File: src/sv/dcpec_pkg.sv
// Shared constants, codes and CRC step functions of the daisy-chain PEC unit.
package dcpec_pkg;

  // Default sizes handed to the top level.
  localparam int DefDataBytes = 6;
  localparam int DefPorts     = 2;

  // Fixed field widths.
  localparam int CmdW   = 16;
  localparam int FrameW = 48;
  localparam int CrcW   = 10;
  localparam int CntW   = 6;

  // Command PEC: 16-bit register, MSB first.
  localparam logic [CmdW-1:0] CmdSeed = 16'h0020;
  localparam logic [CmdW-1:0] CmdPoly = 16'h8B32;

  // Data PEC: 10-bit register, MSB first.
  localparam logic [CrcW-1:0] DatSeed = 10'h010;
  localparam logic [CrcW-1:0] DatPoly = 10'h08F;

  // Counter wraps from this value back to one.
  localparam logic [CntW-1:0] CntMax = 6'd63;

  // Operation codes.
  typedef enum logic [2:0] {
    OP_CMD_PEC  = 3'd0,
    OP_DATA_PEC = 3'd1,
    OP_CHECK    = 3'd2,
    OP_ADVANCE  = 3'd3,
    OP_CLEAR    = 3'd4
  } op_e;

  // Per-frame status codes.
  localparam logic [1:0] FrmOk       = 2'd0;
  localparam logic [1:0] FrmCrcErr   = 2'd1;
  localparam logic [1:0] FrmMismatch = 2'd2;
  localparam logic [1:0] FrmPor      = 2'd3;

  // Merged set status codes, ordered by severity.
  localparam logic [1:0] SetOk     = 2'd0;
  localparam logic [1:0] SetCntErr = 2'd1;
  localparam logic [1:0] SetPor    = 2'd2;
  localparam logic [1:0] SetCrcErr = 2'd3;

  // Command PEC over one 16-bit word, high bit first.
  function automatic logic [CmdW-1:0] cmd_crc(input logic [CmdW-1:0] word);
    logic [CmdW-1:0] crc;
    logic            fb;
    crc = CmdSeed;
    for (int i = CmdW - 1; i >= 0; i--) begin
      fb  = crc[CmdW-1] ^ word[i];
      crc = {crc[CmdW-2:0], 1'b0};
      if (fb) begin
        crc = crc ^ CmdPoly;
      end
    end
    return crc;
  endfunction

  // Data PEC advanced over one byte, high bit first.
  function automatic logic [CrcW-1:0] dat_byte(input logic [CrcW-1:0] crc_in,
                                                input logic [7:0]      value);
    logic [CrcW-1:0] crc;
    logic            fb;
    crc = crc_in;
    for (int i = 7; i >= 0; i--) begin
      fb  = crc[CrcW-1] ^ value[i];
      crc = {crc[CrcW-2:0], 1'b0};
      if (fb) begin
        crc = crc ^ DatPoly;
      end
    end
    return crc;
  endfunction

  // Data PEC advanced over the 6-bit command counter.
  function automatic logic [CrcW-1:0] dat_count(input logic [CrcW-1:0] crc_in,
                                                 input logic [CntW-1:0] value);
    logic [CrcW-1:0] crc;
    logic            fb;
    crc = crc_in;
    for (int i = CntW - 1; i >= 0; i--) begin
      fb  = crc[CrcW-1] ^ value[i];
      crc = {crc[CrcW-2:0], 1'b0};
      if (fb) begin
        crc = crc ^ DatPoly;
      end
    end
    return crc;
  endfunction

endpackage

File: src/sv/dcpec_pec.sv
// Combinational PEC generator: command PEC and the two data PEC variants.
module dcpec_pec #(
  parameter int DATA_BYTES = dcpec_pkg::DefDataBytes
) (
  input  logic [dcpec_pkg::CmdW-1:0]   command_word_i,
  input  logic [dcpec_pkg::FrameW-1:0] frame_data_i,
  input  logic [dcpec_pkg::CntW-1:0]   rx_count_i,
  output logic [dcpec_pkg::CmdW-1:0]   cmd_pec_o,
  output logic [dcpec_pkg::CrcW-1:0]   data_pec_zero_o,
  output logic [dcpec_pkg::CrcW-1:0]   data_pec_rx_o
);

  localparam int DataW = DATA_BYTES * 8;

  logic [DataW-1:0]             data_sel;
  logic [dcpec_pkg::CrcW-1:0]   data_crc;

  // Take the bytes that the frame carries; missing high bytes read as zero.
  generate
    if (DataW <= dcpec_pkg::FrameW) begin : g_trim
      assign data_sel = frame_data_i[DataW-1:0];
    end else begin : g_pad
      assign data_sel = {{(DataW - dcpec_pkg::FrameW){1'b0}}, frame_data_i};
    end
  endgenerate

  // XOR tree over the data bytes, first byte in the top bits.
  always_comb begin
    data_crc = dcpec_pkg::DatSeed;
    for (int i = DATA_BYTES - 1; i >= 0; i--) begin
      data_crc = dcpec_pkg::dat_byte(data_crc, data_sel[8*i +: 8]);
    end
  end

  // Counter tails: zero for write data, the received counter for checks.
  assign data_pec_zero_o = dcpec_pkg::dat_count(data_crc, '0);
  assign data_pec_rx_o   = dcpec_pkg::dat_count(data_crc, rx_count_i);

  assign cmd_pec_o = dcpec_pkg::cmd_crc(command_word_i);

endmodule

File: src/sv/daisy_chain_pec_unit.sv
// Top level of the daisy-chain PEC unit: request registers, state and result register.
//
// Each request passes through combinational logic between an input register and a
// result register, and a new request is taken every cycle while the result register
// is free or being drained; a result is valid on the master side once its request
// has moved from the input register into the result register. The PEC logic unrolls
// both CRCs into XOR trees, and the command counters and sticky set status are
// updated as a request moves into the result register, so back-to-back requests see
// the effect of the one before. The input register accepts while it is empty, or
// while its request moves on because the result register is free or being drained.
module daisy_chain_pec_unit #(
  parameter int DATA_BYTES = dcpec_pkg::DefDataBytes,
  parameter int PORTS      = dcpec_pkg::DefPorts
) (
  input  logic        clk_i,
  input  logic        rst_ni,
  input  logic        s_axis_tvalid,
  output logic        s_axis_tready,
  // [15:0] command_word, [63:16] frame_data, [79:64] frame_pec
  input  logic [79:0] s_axis_tdata,
  // [2:0] op, [3] port, [4] both_ports, [5] first_frame
  input  logic [5:0]  s_axis_tuser,
  output logic        m_axis_tvalid,
  input  logic        m_axis_tready,
  // [15:0] pec_out, [17:16] frame_status, [19:18] set_status,
  // [25:20] counter_seen, [31:26] local_count, [79:32] checked_data
  output logic [79:0] m_axis_tdata
);

  localparam int PortW = (PORTS > 1) ? $clog2(PORTS) : 1;

  // Input register.
  logic        in_valid_q;
  logic [79:0] in_data_q;
  logic [5:0]  in_user_q;
  logic        advance;

  // Result register.
  logic        out_valid_q;
  logic [79:0] out_data_q, out_data_d;

  // State.
  logic [dcpec_pkg::CntW-1:0] cnt_q [PORTS];
  logic [dcpec_pkg::CntW-1:0] cnt_d [PORTS];
  logic [1:0]                 merged_q, merged_d;

  // Decoded request fields.
  logic [2:0]                   op;
  logic [0:0]                   port;
  logic                         both;
  logic                         first;
  logic [dcpec_pkg::CmdW-1:0]   cmd_word;
  logic [dcpec_pkg::FrameW-1:0] frame_data;
  logic [15:0]                  frame_pec;
  logic [dcpec_pkg::CntW-1:0]   rx_cnt;
  logic [PortW-1:0]             sel;

  logic [dcpec_pkg::CmdW-1:0] cmd_pec;
  logic [dcpec_pkg::CrcW-1:0] pec_zero, pec_rx;

  logic [15:0]                  pec_out;
  logic [1:0]                   frm_stat;
  logic [1:0]                   code;
  logic [1:0]                   base;
  logic [dcpec_pkg::CntW-1:0]   seen;
  logic [dcpec_pkg::FrameW-1:0] cdata;
  logic                         hit_port;

  assign advance       = in_valid_q && (!out_valid_q || m_axis_tready);
  assign s_axis_tready = !in_valid_q || advance;

  assign op         = in_user_q[2:0];
  assign port       = in_user_q[3];
  assign both       = in_user_q[4];
  assign first      = in_user_q[5];
  assign cmd_word   = in_data_q[15:0];
  assign frame_data = in_data_q[63:16];
  assign frame_pec  = in_data_q[79:64];
  assign rx_cnt     = frame_pec[15:10];

  // Clamp the port to the last one that exists.
  always_comb begin
    if (PORTS > 1) begin
      sel = PortW'(port);
    end else begin
      sel = '0;
    end
  end

  dcpec_pec #(
    .DATA_BYTES(DATA_BYTES)
  ) u_pec (
    .command_word_i (cmd_word),
    .frame_data_i   (frame_data),
    .rx_count_i     (rx_cnt),
    .cmd_pec_o      (cmd_pec),
    .data_pec_zero_o(pec_zero),
    .data_pec_rx_o  (pec_rx)
  );

  // Operation decode, state update and result assembly.
  always_comb begin
    pec_out  = '0;
    frm_stat = dcpec_pkg::FrmOk;
    code     = dcpec_pkg::SetOk;
    seen     = '0;
    cdata    = '0;
    merged_d = merged_q;
    hit_port = 1'b0;
    base     = first ? dcpec_pkg::SetOk : merged_q;
    for (int p = 0; p < PORTS; p++) begin
      cnt_d[p] = cnt_q[p];
    end
    case (dcpec_pkg::op_e'(op))
      dcpec_pkg::OP_CMD_PEC: begin
        pec_out = cmd_pec;
      end
      dcpec_pkg::OP_DATA_PEC: begin
        pec_out = {6'd0, pec_zero};
      end
      dcpec_pkg::OP_CHECK: begin
        seen = rx_cnt;
        if (pec_rx != frame_pec[9:0]) begin
          frm_stat = dcpec_pkg::FrmCrcErr;
          code     = dcpec_pkg::SetCrcErr;
        end else begin
          cdata = frame_data;
          if (rx_cnt != cnt_q[sel]) begin
            if (rx_cnt == '0) begin
              frm_stat = dcpec_pkg::FrmPor;
              code     = dcpec_pkg::SetPor;
            end else begin
              frm_stat = dcpec_pkg::FrmMismatch;
              code     = dcpec_pkg::SetCntErr;
            end
          end
        end
        merged_d = (code > base) ? code : base;
      end
      dcpec_pkg::OP_ADVANCE: begin
        for (int p = 0; p < PORTS; p++) begin
          hit_port = (PortW'(p) == sel) || both;
          if (hit_port) begin
            cnt_d[p] = (cnt_q[p] == dcpec_pkg::CntMax) ? 6'd1 : cnt_q[p] + 6'd1;
          end
        end
      end
      dcpec_pkg::OP_CLEAR: begin
        for (int p = 0; p < PORTS; p++) begin
          hit_port = (PortW'(p) == sel) || both;
          if (hit_port) begin
            cnt_d[p] = '0;
          end
        end
      end
      default: begin
        pec_out = '0;
      end
    endcase
    out_data_d = {cdata, cnt_d[sel], seen, merged_d, frm_stat, pec_out};
  end

  // Control and state registers.
  always_ff @(posedge clk_i or negedge rst_ni) begin
    if (!rst_ni) begin
      in_valid_q  <= 1'b0;
      out_valid_q <= 1'b0;
      merged_q    <= dcpec_pkg::SetOk;
      for (int p = 0; p < PORTS; p++) begin
        cnt_q[p] <= '0;
      end
    end else begin
      if (s_axis_tready) begin
        in_valid_q <= s_axis_tvalid;
      end
      if (advance) begin
        out_valid_q <= 1'b1;
        merged_q    <= merged_d;
        for (int p = 0; p < PORTS; p++) begin
          cnt_q[p] <= cnt_d[p];
        end
      end else if (m_axis_tready) begin
        out_valid_q <= 1'b0;
      end
    end
  end

  // Payload registers.
  always_ff @(posedge clk_i) begin
    if (s_axis_tready && s_axis_tvalid) begin
      in_data_q <= s_axis_tdata;
      in_user_q <= s_axis_tuser;
    end
    if (advance) begin
      out_data_q <= out_data_d;
    end
  end

  assign m_axis_tvalid = out_valid_q;
  assign m_axis_tdata  = out_data_q;

endmodule

File: config.mk
export PLATFORM = sky130hd
export DESIGN_NAME = daisy_chain_pec_unit
export DESIGN_NICKNAME = d
export VERILOG_FILES = /design/src/sv/dcpec_pkg.sv /design/src/sv/dcpec_pec.sv /design/src/sv/daisy_chain_pec_unit.sv
export SDC_FILE = /design/constraint.sdc
export NUM_CORES = 1
export LEC_CHECK = 0
export BUFFER_PORTS_ARGS = -buffer_cell sky130_fd_sc_hd__clkbuf_2
export CAP_MARGIN = 10
export CORE_AREA = 5 5 172 174
export DETAILED_ROUTE_END_ITERATION = 6
export DIE_AREA = 0 0 177 179
export PLACE_DENSITY = 0.61
export SYNTH_ARGS = -nofsm -noshare
export SYNTH_HDL_FRONTEND = slang
export SYNTH_SLANG_ARGS = --single-unit
File: constraint.sdc
create_clock -name clk_i -period 6.9 [get_ports clk_i]
set_input_delay 2.07 -clock clk_i [delete_from_list [all_inputs] [get_ports clk_i]]
set_output_delay 2.07 -clock clk_i [all_outputs]
set_load 0.1 [all_outputs]
Yosys cells after proc, flatten, opt, wreduce, memory -nomap -nowiden
Cells that the tools add are included.

Output and inout port bits: 82. Bits of input ports: 90. Logic and storage cells: 283. Register bits: 182.

Bitwise gates (word level): 145. Equal/unequal tests: 8. Reductions and logical operators: 13. Order comparisons: 2. Add/subtract/negate cells: 2. Mux-type cells: 102.

Operators with widths (count): 8-bit 2-to-1 mux (60); 5-bit NOT (58); 16-bit 2-to-1 mux (16); 7-bit NOT (15); 6-bit 2-to-1 mux (12); 1-bit XOR (66); 16-bit case mux with 2 select lines (1); 12-bit case mux with 2 select lines (1); 2-bit 2-to-1 mux (7); 6-bit by 1-bit adder with 6-bit output (second input constant) (2); 6-bit == test (second input constant) (2); 10-bit inequality test (1); 3-bit by 2-bit == test with 1-bit output (second input constant) (2); 6-bit logical NOT (1); 6-bit inequality test (1); 1-bit 2-to-1 mux (5); 1-bit logical OR (4); 3-bit by 1-bit == test with 1-bit output (second input constant) (1); 3-bit == test (second input constant) (1); 3-bit logical NOT (1); 1-bit NOT (3); 3-bit OR reduction (1); 2-bit greater-or-equal comparator (second input constant) (1); 2-bit > comparator (1); other kinds (6) (9).

Depth between registers and ports, before layout
Gate-level depths: netlist (run 1).

Depth after elaboration: 113. Gate-level depth with buffers: 26. Mapped depth without buffers: 22.

Cells and area by module
Synthesis (run 1) repeated with hierarchy kept, for this count alone.

Cells, all modules: 747. Area, all modules: 10990.5 µm².

By module, submodules not included: daisy_chain_pec_unit (area each 7125.6 µm², sequential area each 5385.2 µm², cells an instance 453, instances 1); dcpec_pec (area each 3865.0 µm², sequential area each 0.0 µm², cells an instance 294, instances 1).

Worst setup path before layout (run 1)
OpenSTA, ideal clock, no wires.

Path kind: reg2reg. From: register in_data_q[60]. To: register out_data_q[18] (netlist: m_axis_tdata[18]), data pin. Required time: 6.631 ns. Library setup time: 0.269 ns. Cell stages (with the launch flop): 27. Clock period less this slack: 6.963 ns. Buffers on the path: 4. Slack: -0.063 ns. Data arrival time: 6.693 ns. Cell sequence: edfxtp_1 -> buf_4 -> xor3_2 -> xnor3_1 -> buf_4 -> xor3_2 -> xnor3_1 -> xnor3_2 -> xnor3_1 -> xnor2_4 -> xnor3_1 -> xnor2_4 -> xnor3_2 -> xnor3_1 -> and3b_1 -> o22ai_1 -> or2_1 -> clkbuf_1 -> buf_2 -> nor4_1 -> ha_1 -> nor2_1 -> nor2_1 -> a21oi_1 -> o21ai_0 -> nand2_1 -> o21ai_1.

Longest elaborated chain between the ends: 73. Elaborated cells on any way between the ends: 154. Classes of those cells: order compare: 1; eq/ne: 1; mux: 55; bitwise: 97.

Ends and longest elaborated chain: start, declared (RTL line daisy_chain_pec_unit.sv:34) `logic [79:0] in_data_q;`; start signal, assigned (RTL line daisy_chain_pec_unit.sv:191) `in_data_q <= s_axis_tdata;`; 1-bit XOR (*) (RTL line dcpec_pkg.sv:68) `fb = crc[CrcW-1] ^ value[i];`; 8-bit 2-to-1 mux (*) (RTL line dcpec_pkg.sv:70) `if (fb) begin`; 8-bit 2-to-1 mux (tied with other cells) (RTL line dcpec_pkg.sv:70); 8-bit 2-to-1 mux (RTL line dcpec_pkg.sv:70); 8-bit 2-to-1 mux (*) (RTL line dcpec_pkg.sv:70); 5-bit NOT (no line) / 8-bit 2-to-1 mux (equally long branches); 8-bit 2-to-1 mux / 5-bit NOT (equally long branches); 1-bit XOR (tied with other cells) (RTL line dcpec_pkg.sv:68); [58 not listed]; 8-bit 2-to-1 mux (RTL line dcpec_pkg.sv:86) `if (fb) begin`; 10-bit inequality test (*) (RTL line daisy_chain_pec_unit.sv:123) `if (pec_rx != frame_pec[9:0]) begin`; 2-bit 2-to-1 mux (*) (RTL line daisy_chain_pec_unit.sv:123); 2-bit 2-to-1 mux (*) (RTL line daisy_chain_pec_unit.sv:114) `case (dcpec_pkg::op_e'(op))`; 2-bit > comparator (RTL line daisy_chain_pec_unit.sv:138) `merged_d = (code > base) ? code : base;`; 2-bit 2-to-1 mux (*) (RTL line daisy_chain_pec_unit.sv:138); 2-bit 2-to-1 mux (*) (RTL line daisy_chain_pec_unit.sv:114); net merged_d[0] (RTL line daisy_chain_pec_unit.sv:45) `logic [1:0] merged_q, merged_d;`; end signal, assigned (RTL line daisy_chain_pec_unit.sv:195) `out_data_q <= out_data_d;`; end, declared (RTL line daisy_chain_pec_unit.sv:40) `logic [79:0] out_data_q, out_data_d;`.

Mark *: on every way through the listed nets, which the timed path passes. The rest lies on a longest branch. The select of a mux whose other input is x is not followed. A chain may end at the register's enable or synchronous reset.

Final worst setup path (run 1)
Same ends and word-level chain as after synthesis.

==> results of run 1 <==
flip-flops by register name (all words and copies together) (netlist names):
name           cells
cnt_q             12
in_data_q         80
in_user_q          6
in_valid_q         1
m_axis_tdata      80
m_axis_tvalid      1
merged_q           2
worst register-to-register path: stages, from the launching register on:
cell,delay [ns]
edfxtp_1,0.45
buf_6,0.17
xor3_2,0.39
buf_6,0.14
xnor3_2,0.26
xor3_2,0.44
buf_6,0.14
xnor3_2,0.26
xor3_1,0.41
xnor3_2,0.45
xnor2_4,0.20
buf_12,0.15
xor2_4,0.17
buf_6,0.14
xnor2_4,0.13
buf_6,0.12
xnor3_2,0.44
xnor3_1,0.35
and3b_1,0.23
o22ai_2,0.09
or2_4,0.28
or4_4,0.55
ha_4,0.18
nor2_2,0.10
a21oi_2,0.06
o21ai_2,0.17
nand2_1,0.06
o21ai_1,0.06
synthesized netlist by cell type (all sizes together) (2+ instances only):
cell type / n
or3b: 3
nor4: 53
edfxtp: 166
a31oi: 2
ha: 5
nor2b: 2
buf: 10
o31ai: 2
dfrtp: 16
o21ai: 21
o22ai: 10
nand3: 8
xnor2: 182
and3: 5
nor3: 9
inv: 6
or2: 3
or3: 3
a21oi: 13
and2: 9
xor3: 22
xor2: 62
clkbuf: 31
a22oi: 4
xnor3: 66
nor2: 28
nand2: 91
nand3b: 2
nand2b: 6
mux2i: 8
nand4: 2
worst paths after layout:
check                                         from                    endpoint  slack (ns)
min in group asynchronous                   rst_ni     merged_q[1]$_DFFE_PN0P_        1.56
hold / removal              in_valid_q$_DFFE_PN0N_   m_axis_tvalid$_DFFE_PN0P_        0.50
setup reg to reg           in_data_q[60]$_DFFE_PP_  m_axis_tdata[18]$_DFFE_PP_        0.16
setup / recovery           in_data_q[60]$_DFFE_PP_  m_axis_tdata[18]$_DFFE_PP_        0.16
max in group asynchronous                   rst_ni        cnt_q[1]$_DFFE_PN0P_        5.02
hold reg to reg             in_valid_q$_DFFE_PN0N_   m_axis_tvalid$_DFFE_PN0P_        0.50
final cells by class:
class / count / area [sq um] / area share
sequential: 182 / 5390 / 0.367
clock inverter: 10 / 96.3 / 0.00657
tap: 378 / 473 / 0.0322
timing repair buffer: 285 / 1760 / 0.120
multi-input combinational: 633 / 6440 / 0.439
inverter: 7 / 27.5 / 0.00188
clock buffer: 22 / 484 / 0.0330
cells by family after synthesis:
logic type | share of synthesized area
AND/OR/NAND/NOR | 0.0979
AO/OA/AOI/OAI | 0.0305
XOR/XNOR | 0.374
adder cells (fa/ha/maj) | 0.00541
multiplexers | 0.00791
flip-flops | 0.466
buffers and inverters | 0.0177
stage by stage:
stage | instances | setup WS [ns]
2_1_floorplan | 863 | 0.0215
3_3_place_gp | 1439 | -0.0550
3_5_place_dp | 1439 | -0.175
4_1_cts | 1474 | 0.0102
5_1_grt | 1517 | -0.0833
6_report | 1517 | 0.160
metal layers:
| metal | global-route usage | up-vias |
|---|---|---|
| li1 | - | 3607 |
| met1 | 0.212 | 3526 |
| met2 | 0.314 | 211 |
| met3 | 0.0340 | 27 |
| met4 | 0.0422 | 0 |
| met5 | 0 | - |
what timing repair did:
item,in CTS,in global routing
buffers inserted,3,44
endpoints found under the hold margin,0,0
gates resized for setup,12,80
endpoints found under the setup margin,2,2
pin swaps,7,60
==> flow_summary.ini, run 1 <==
[status]
status = finished clean

[worst_setup_path]
worstSetupPathType = flip-flop to flip-flop
r2r_cells = 27
crit_slowest_cell = or4_4
endpoint_kind = flip-flop
worst-path-buf-inv = 6
crit_path_frequent_cell = buf_6
crit_fanout = 4
startpoint_type = flip-flop
crit_family = XOR/XNOR gates
cp.arrival_ns = 7.04
slowest_delay_ns = 0.55
cp.depth = 27
cp.required_ns = 7.20

[finish]
layout_common_cells = 171 x clkbuf_2, 166 x edfxtp_1, 148 x xnor2_1
final_util = 0.531
final_common_cell = clkbuf_2
area_growth_pct = 26.9
num_antenna_cells = 0
fillers = 2371
drive_above_1_share = 0.375
stdcell_area_sq_mm = 0.0147
final_nets = 1221

[routing]
firstDrtPassIters = 5
drtIter0Drc = 393
drc = 0
wirelength_mm = 27.8
viasPerCell = 4.86
top_layer_used = met4
vias = 7371
avgRoutedWirePerCell_um = 18.3
route.met3.wl_mm = 1.41
route.met2.wl_mm = 14.6
wl_met1_mm = 11.4
antenna_left = 0

[die]
num_rows = 61
io_pins = 172
dieArea_sq_mm = 0.0317
start_util = 0.418
die_width_um = 177
coreArea_sq_mm = 0.0276
dieHeight_um = 179

[global_route]
grt_pass1_vias = 7446
grt_max_degree = 61
antenna_found_initial = 0
overflow = 0
track_usage = 0.173
grt_pass1_wl_mm = 41.8

[timing]
worst_pin_slew_ns = 0.895
rsz0062_at_grt = true
period_needed_ns = 6.74
setup_tns_ns = 0
final_hold_viol_count = 0
setup_viol = 0
fin_crit_sh = 0.977
fmax_mhz = 148
finClkSkew_ns = 0.0118
hold_ws_ns = 0.496
drv_slew = 0
slew_headroom = 0.403

[cts]
clkTransAtPathRegs_ns = 0.07
cts_max_level = 4
cts_sinks = 182
tritoncts = done
cts_root_buf = clkbuf_16
clock_path_buffers = 2
clock_latency_ns = 0.44
hold_buffers = 0
cts_made_buffers = 17

[synthesis]
synth_async_sr_flop_share = 0.0879
synth_edf_count = 166
syn_nets = 958
synth_cell_types = 54
ys_ff_latch = 182
yosysTopAreaCellShare = 0.431
synth_area_leaders = edfxtp_1 43%, xnor2_1 13%, xnor3_1 11%, xor2_1 4.5%, xor3_1 3.7%
netlist_area_sq_mm = 0.0116
syn_area_per_cell_sq_um = 13.4
synth_top_area_cell = edfxtp_1
synth-main-ff-cell = edfxtp_1
yosys_warnings = 0
synth_cells = 863
seq_area_frac_synth = 0.466

[placed_design]
port_buffers = 171
gp_congestion = 0.848
hpwl_mm = 20.0
place_area_sq_mm = 0.0133

[min_path]
hp-class = flip-flop to flip-flop
hold_path_depth = 1

[run]
maxCapViolCount = 0
Power of run 1 is not shown: default switching activity piles up to over one toggle a cycle in this logic, so the estimate is an artifact.
==> run 2: changes to the inputs <==
Settings changed: ABC_AREA set to 1, CORE_AREA 5 5 172 174 to 5 5 174 176, DIE_AREA 0 0 177 179 to 0 0 179 181, PLACE_DENSITY 0.61 to 0.6.
==> run 2 against run 1 <==
Net effect:
- synthesized area rose by 2.0%
- first-iteration DRC count rose by 60%
- sequential share of layout area fell by 1.1 points
- worst hold slack got worse by 0.0028 ns
- core utilization rose by 0.085 points
- global-route usage rose by 1.6 points
- clock skew rose by 0.0012 ns
- flip-flop and latch count did not move
- register-to-register slack improved by 0.15 ns
- cell count rose by 39%
- critical path depth rose by 32
- synthesized cell count rose by 74%
- critical path type unchanged
- critical endpoint is now merged_q[0]$_DFFE_PN0P_
- largest cell class unchanged
- highest routed layer unchanged
==> flow_summary.ini, run 2 <==
[routing]
drtIter0Drc = 630
wirelength_mm = 31.8
antenna_left = 0
drc = 0
viasPerCell = 4.94
avgRoutedWirePerCell_um = 15.0
firstDrtPassIters = 5
vias = 10400

[cts]
clkTransAtPathRegs_ns = 0.07
cts_root_buf = clkbuf_16
cts_made_buffers = 17
hold_buffers = 0
cts_max_level = 4
tritoncts = done
cts_sinks = 182
clock_latency_ns = 0.45
clock_path_buffers = 2

[timing]
rsz0062_at_grt = true
slew_headroom = 0.402
final_hold_viol_count = 0
fmax_mhz = 152
finClkSkew_ns = 0.0131
period_needed_ns = 6.59
setup_viol = 0
fin_crit_sh = 0.955
worst_pin_slew_ns = 0.897
drv_slew = 0

[worst_setup_path]
endpoint_kind = flip-flop
r2r_cells = 59
rrSetupSlack_ns = 0.31
slowest_delay_ns = 0.54
crit_fanout = 7
cp.arrival_ns = 6.97
cp.required_ns = 7.28
startpoint_type = flip-flop
crit_slowest_cell = edfxtp_1
worstReg2RegEnd = merged_q[0]$_DFFE_PN0P_
r2r-start = in_data_q[63]$_DFFE_PP_
crit_path_frequent_cell = nand2_2
worstSetupPathType = flip-flop to flip-flop

[die]
dieHeight_um = 181
num_rows = 62
io_pins = 172
dieArea_sq_mm = 0.0324
coreArea_sq_mm = 0.0285
start_util = 0.414
die_width_um = 179

[synthesis]
synth_cell_types = 36
syn_area_per_cell_sq_um = 7.84
syn_nets = 1597
netlist_area_sq_mm = 0.0118
yosysTopAreaCellShare = 0.423
synth_most_common_cell = nand2_1
yosys_warnings = 0
synth_top_area_cell = edfxtp_1
synth_edf_count = 166
ys_ff_latch = 182
synth-main-ff-cell = edfxtp_1
synth_area_leaders = edfxtp_1 42%, nand2_1 16%, nand3_1 8.7%, inv_1 5.1%, xor2_1 4.5%
synth_cells = 1502
seq_area_frac_synth = 0.457
synthTopCellsByCount = 503 x nand2_1, 205 x nand3_1, 166 x edfxtp_1
synth_async_sr_flop_share = 0.0879

[finish]
area_growth_pct = 28.5
layoutNonFillerInstCount = 2113
layout_common_cells = 363 x nand2_1, 171 x clkbuf_2, 166 x edfxtp_1
fillers = 2711
drive_above_1_share = 0.361
final_util = 0.532
final_nets = 1809
final_common_cell = nand2_1

[placed_design]
hpwl_mm = 23.7
gp_congestion = 0.903
port_buffers = 171
dp.cells = 2051

[min_path]
whs_endpoint = cnt_q[9]$_DFFE_PN0P_
hold_path_depth = 2
hp-class = flip-flop to flip-flop
hp-start = cnt_q[9]$_DFFE_PN0P_

[run]
maxCapViolCount = 0

[global_route]
grt_pass1_wl_mm = 48.9
grt_pass1_vias = 9829
antenna_found_initial = 2
grt_max_degree = 56
overflow = 0
track_usage = 0.189

[status]
status = finished clean
[run 2: changes by cell type in the layout (fill, tap and decap cells not counted), moves of 35 or more]
| cell | change |
|---|---|
| nand3_1 | +138 |
| nand2_4 | +61 |
| inv_2 | +39 |
| nand2_1 | +272 |
| nand3_2 | +58 |
| xnor2_1 | -127 |
| inv_1 | +146 |
| nand2_2 | +164 |
| buf_4 | -78 |
| nor2_1 | +58 |
| xnor3_1 | -35 |
| nor4_1 | -49 |
[run 2: worst max path at each step]
stage                                        from                    endpoint  cells past startpoint
after global routing      in_data_q[63]$_DFFE_PP_     merged_q[0]$_DFFE_PN0P_                     59
after global placement    in_data_q[58]$_DFFE_PP_  m_axis_tdata[18]$_DFFE_PP_                     58
after CTS                 in_data_q[61]$_DFFE_PP_  m_axis_tdata[18]$_DFFE_PP_                     58
final                     in_data_q[63]$_DFFE_PP_     merged_q[0]$_DFFE_PN0P_                     59
after detailed placement  in_data_q[58]$_DFFE_PP_  m_axis_tdata[18]$_DFFE_PP_                     58
after floorplan           in_data_q[58]$_DFFE_PP_     merged_q[0]$_DFFE_PN0P_                     65
[run 2: what timing repair did]
| action | CTS | global route |
|---|---|---|
| gates resized for setup | 2 | 304 |
| setup buffers | 2 | 26 |
| pin swaps | 0 | 65 |
| endpoints found under the setup margin | 2 | 54 |
[run 2: area by class of cell]
cell class	count	area, sq um	area share
flip-flops and latches	182	5390	0.356
clock inverters	10	97.6	0.00645
inverters	201	773	0.0511
well taps	384	480	0.0317
clock buffers	22	474	0.0313
multi-input cells	1109	6780	0.448
diodes	2	5.00	0.000331
repair buffers	203	1140	0.0754
[run 2: routing by layer]
metal,track usage,part of all wire,up-vias
met1,0.247,0.43,4845
met4,0.0531,0.018,0
met3,0.0449,0.051,39
met5,0,0,-
li1,-,-,5292
met2,0.313,0.50,256
[run 2: worst max-delay path, delay by kind of cell, from the launching register on]
kind,cells,cell delay [ns]
AO/OA/AOI/OAI,2,0.29
flip-flops,1,0.54
AND/OR/NAND/NOR,50,4.75
buffers and inverters,6,0.69
adder cells (fa/ha/maj),1,0.25
[run 2: stage by stage]
step	setup TNS [ns]	setup WS, ns	hold WS, ns	instance area (sq um)
6_report	0	0.312	0.493	15100
5_1_grt	-0.542	-0.275	0.517	15100
4_1_cts	0	0.00133	0.491	13700
3_5_place_dp	-0.129	-0.0689	0.474	13100
3_3_place_gp	-0.0234	-0.0234	0.468	13100
2_1_floorplan	0	1.16	0.453	11800
[run 2: cell families (layout without fill, tap and decap cells)]
family	Yosys count	after routing	share of synthesized area
compound gates	71	71	0.0323
xor+xnor	85	85	0.0656
fa+ha+maj	5	5	0.00531
buf+inv	211	436	0.0688
flops	182	182	0.457
other cells	0	2	0
simple gates	948	948	0.371
Power of run 2 is left out for the same reason.
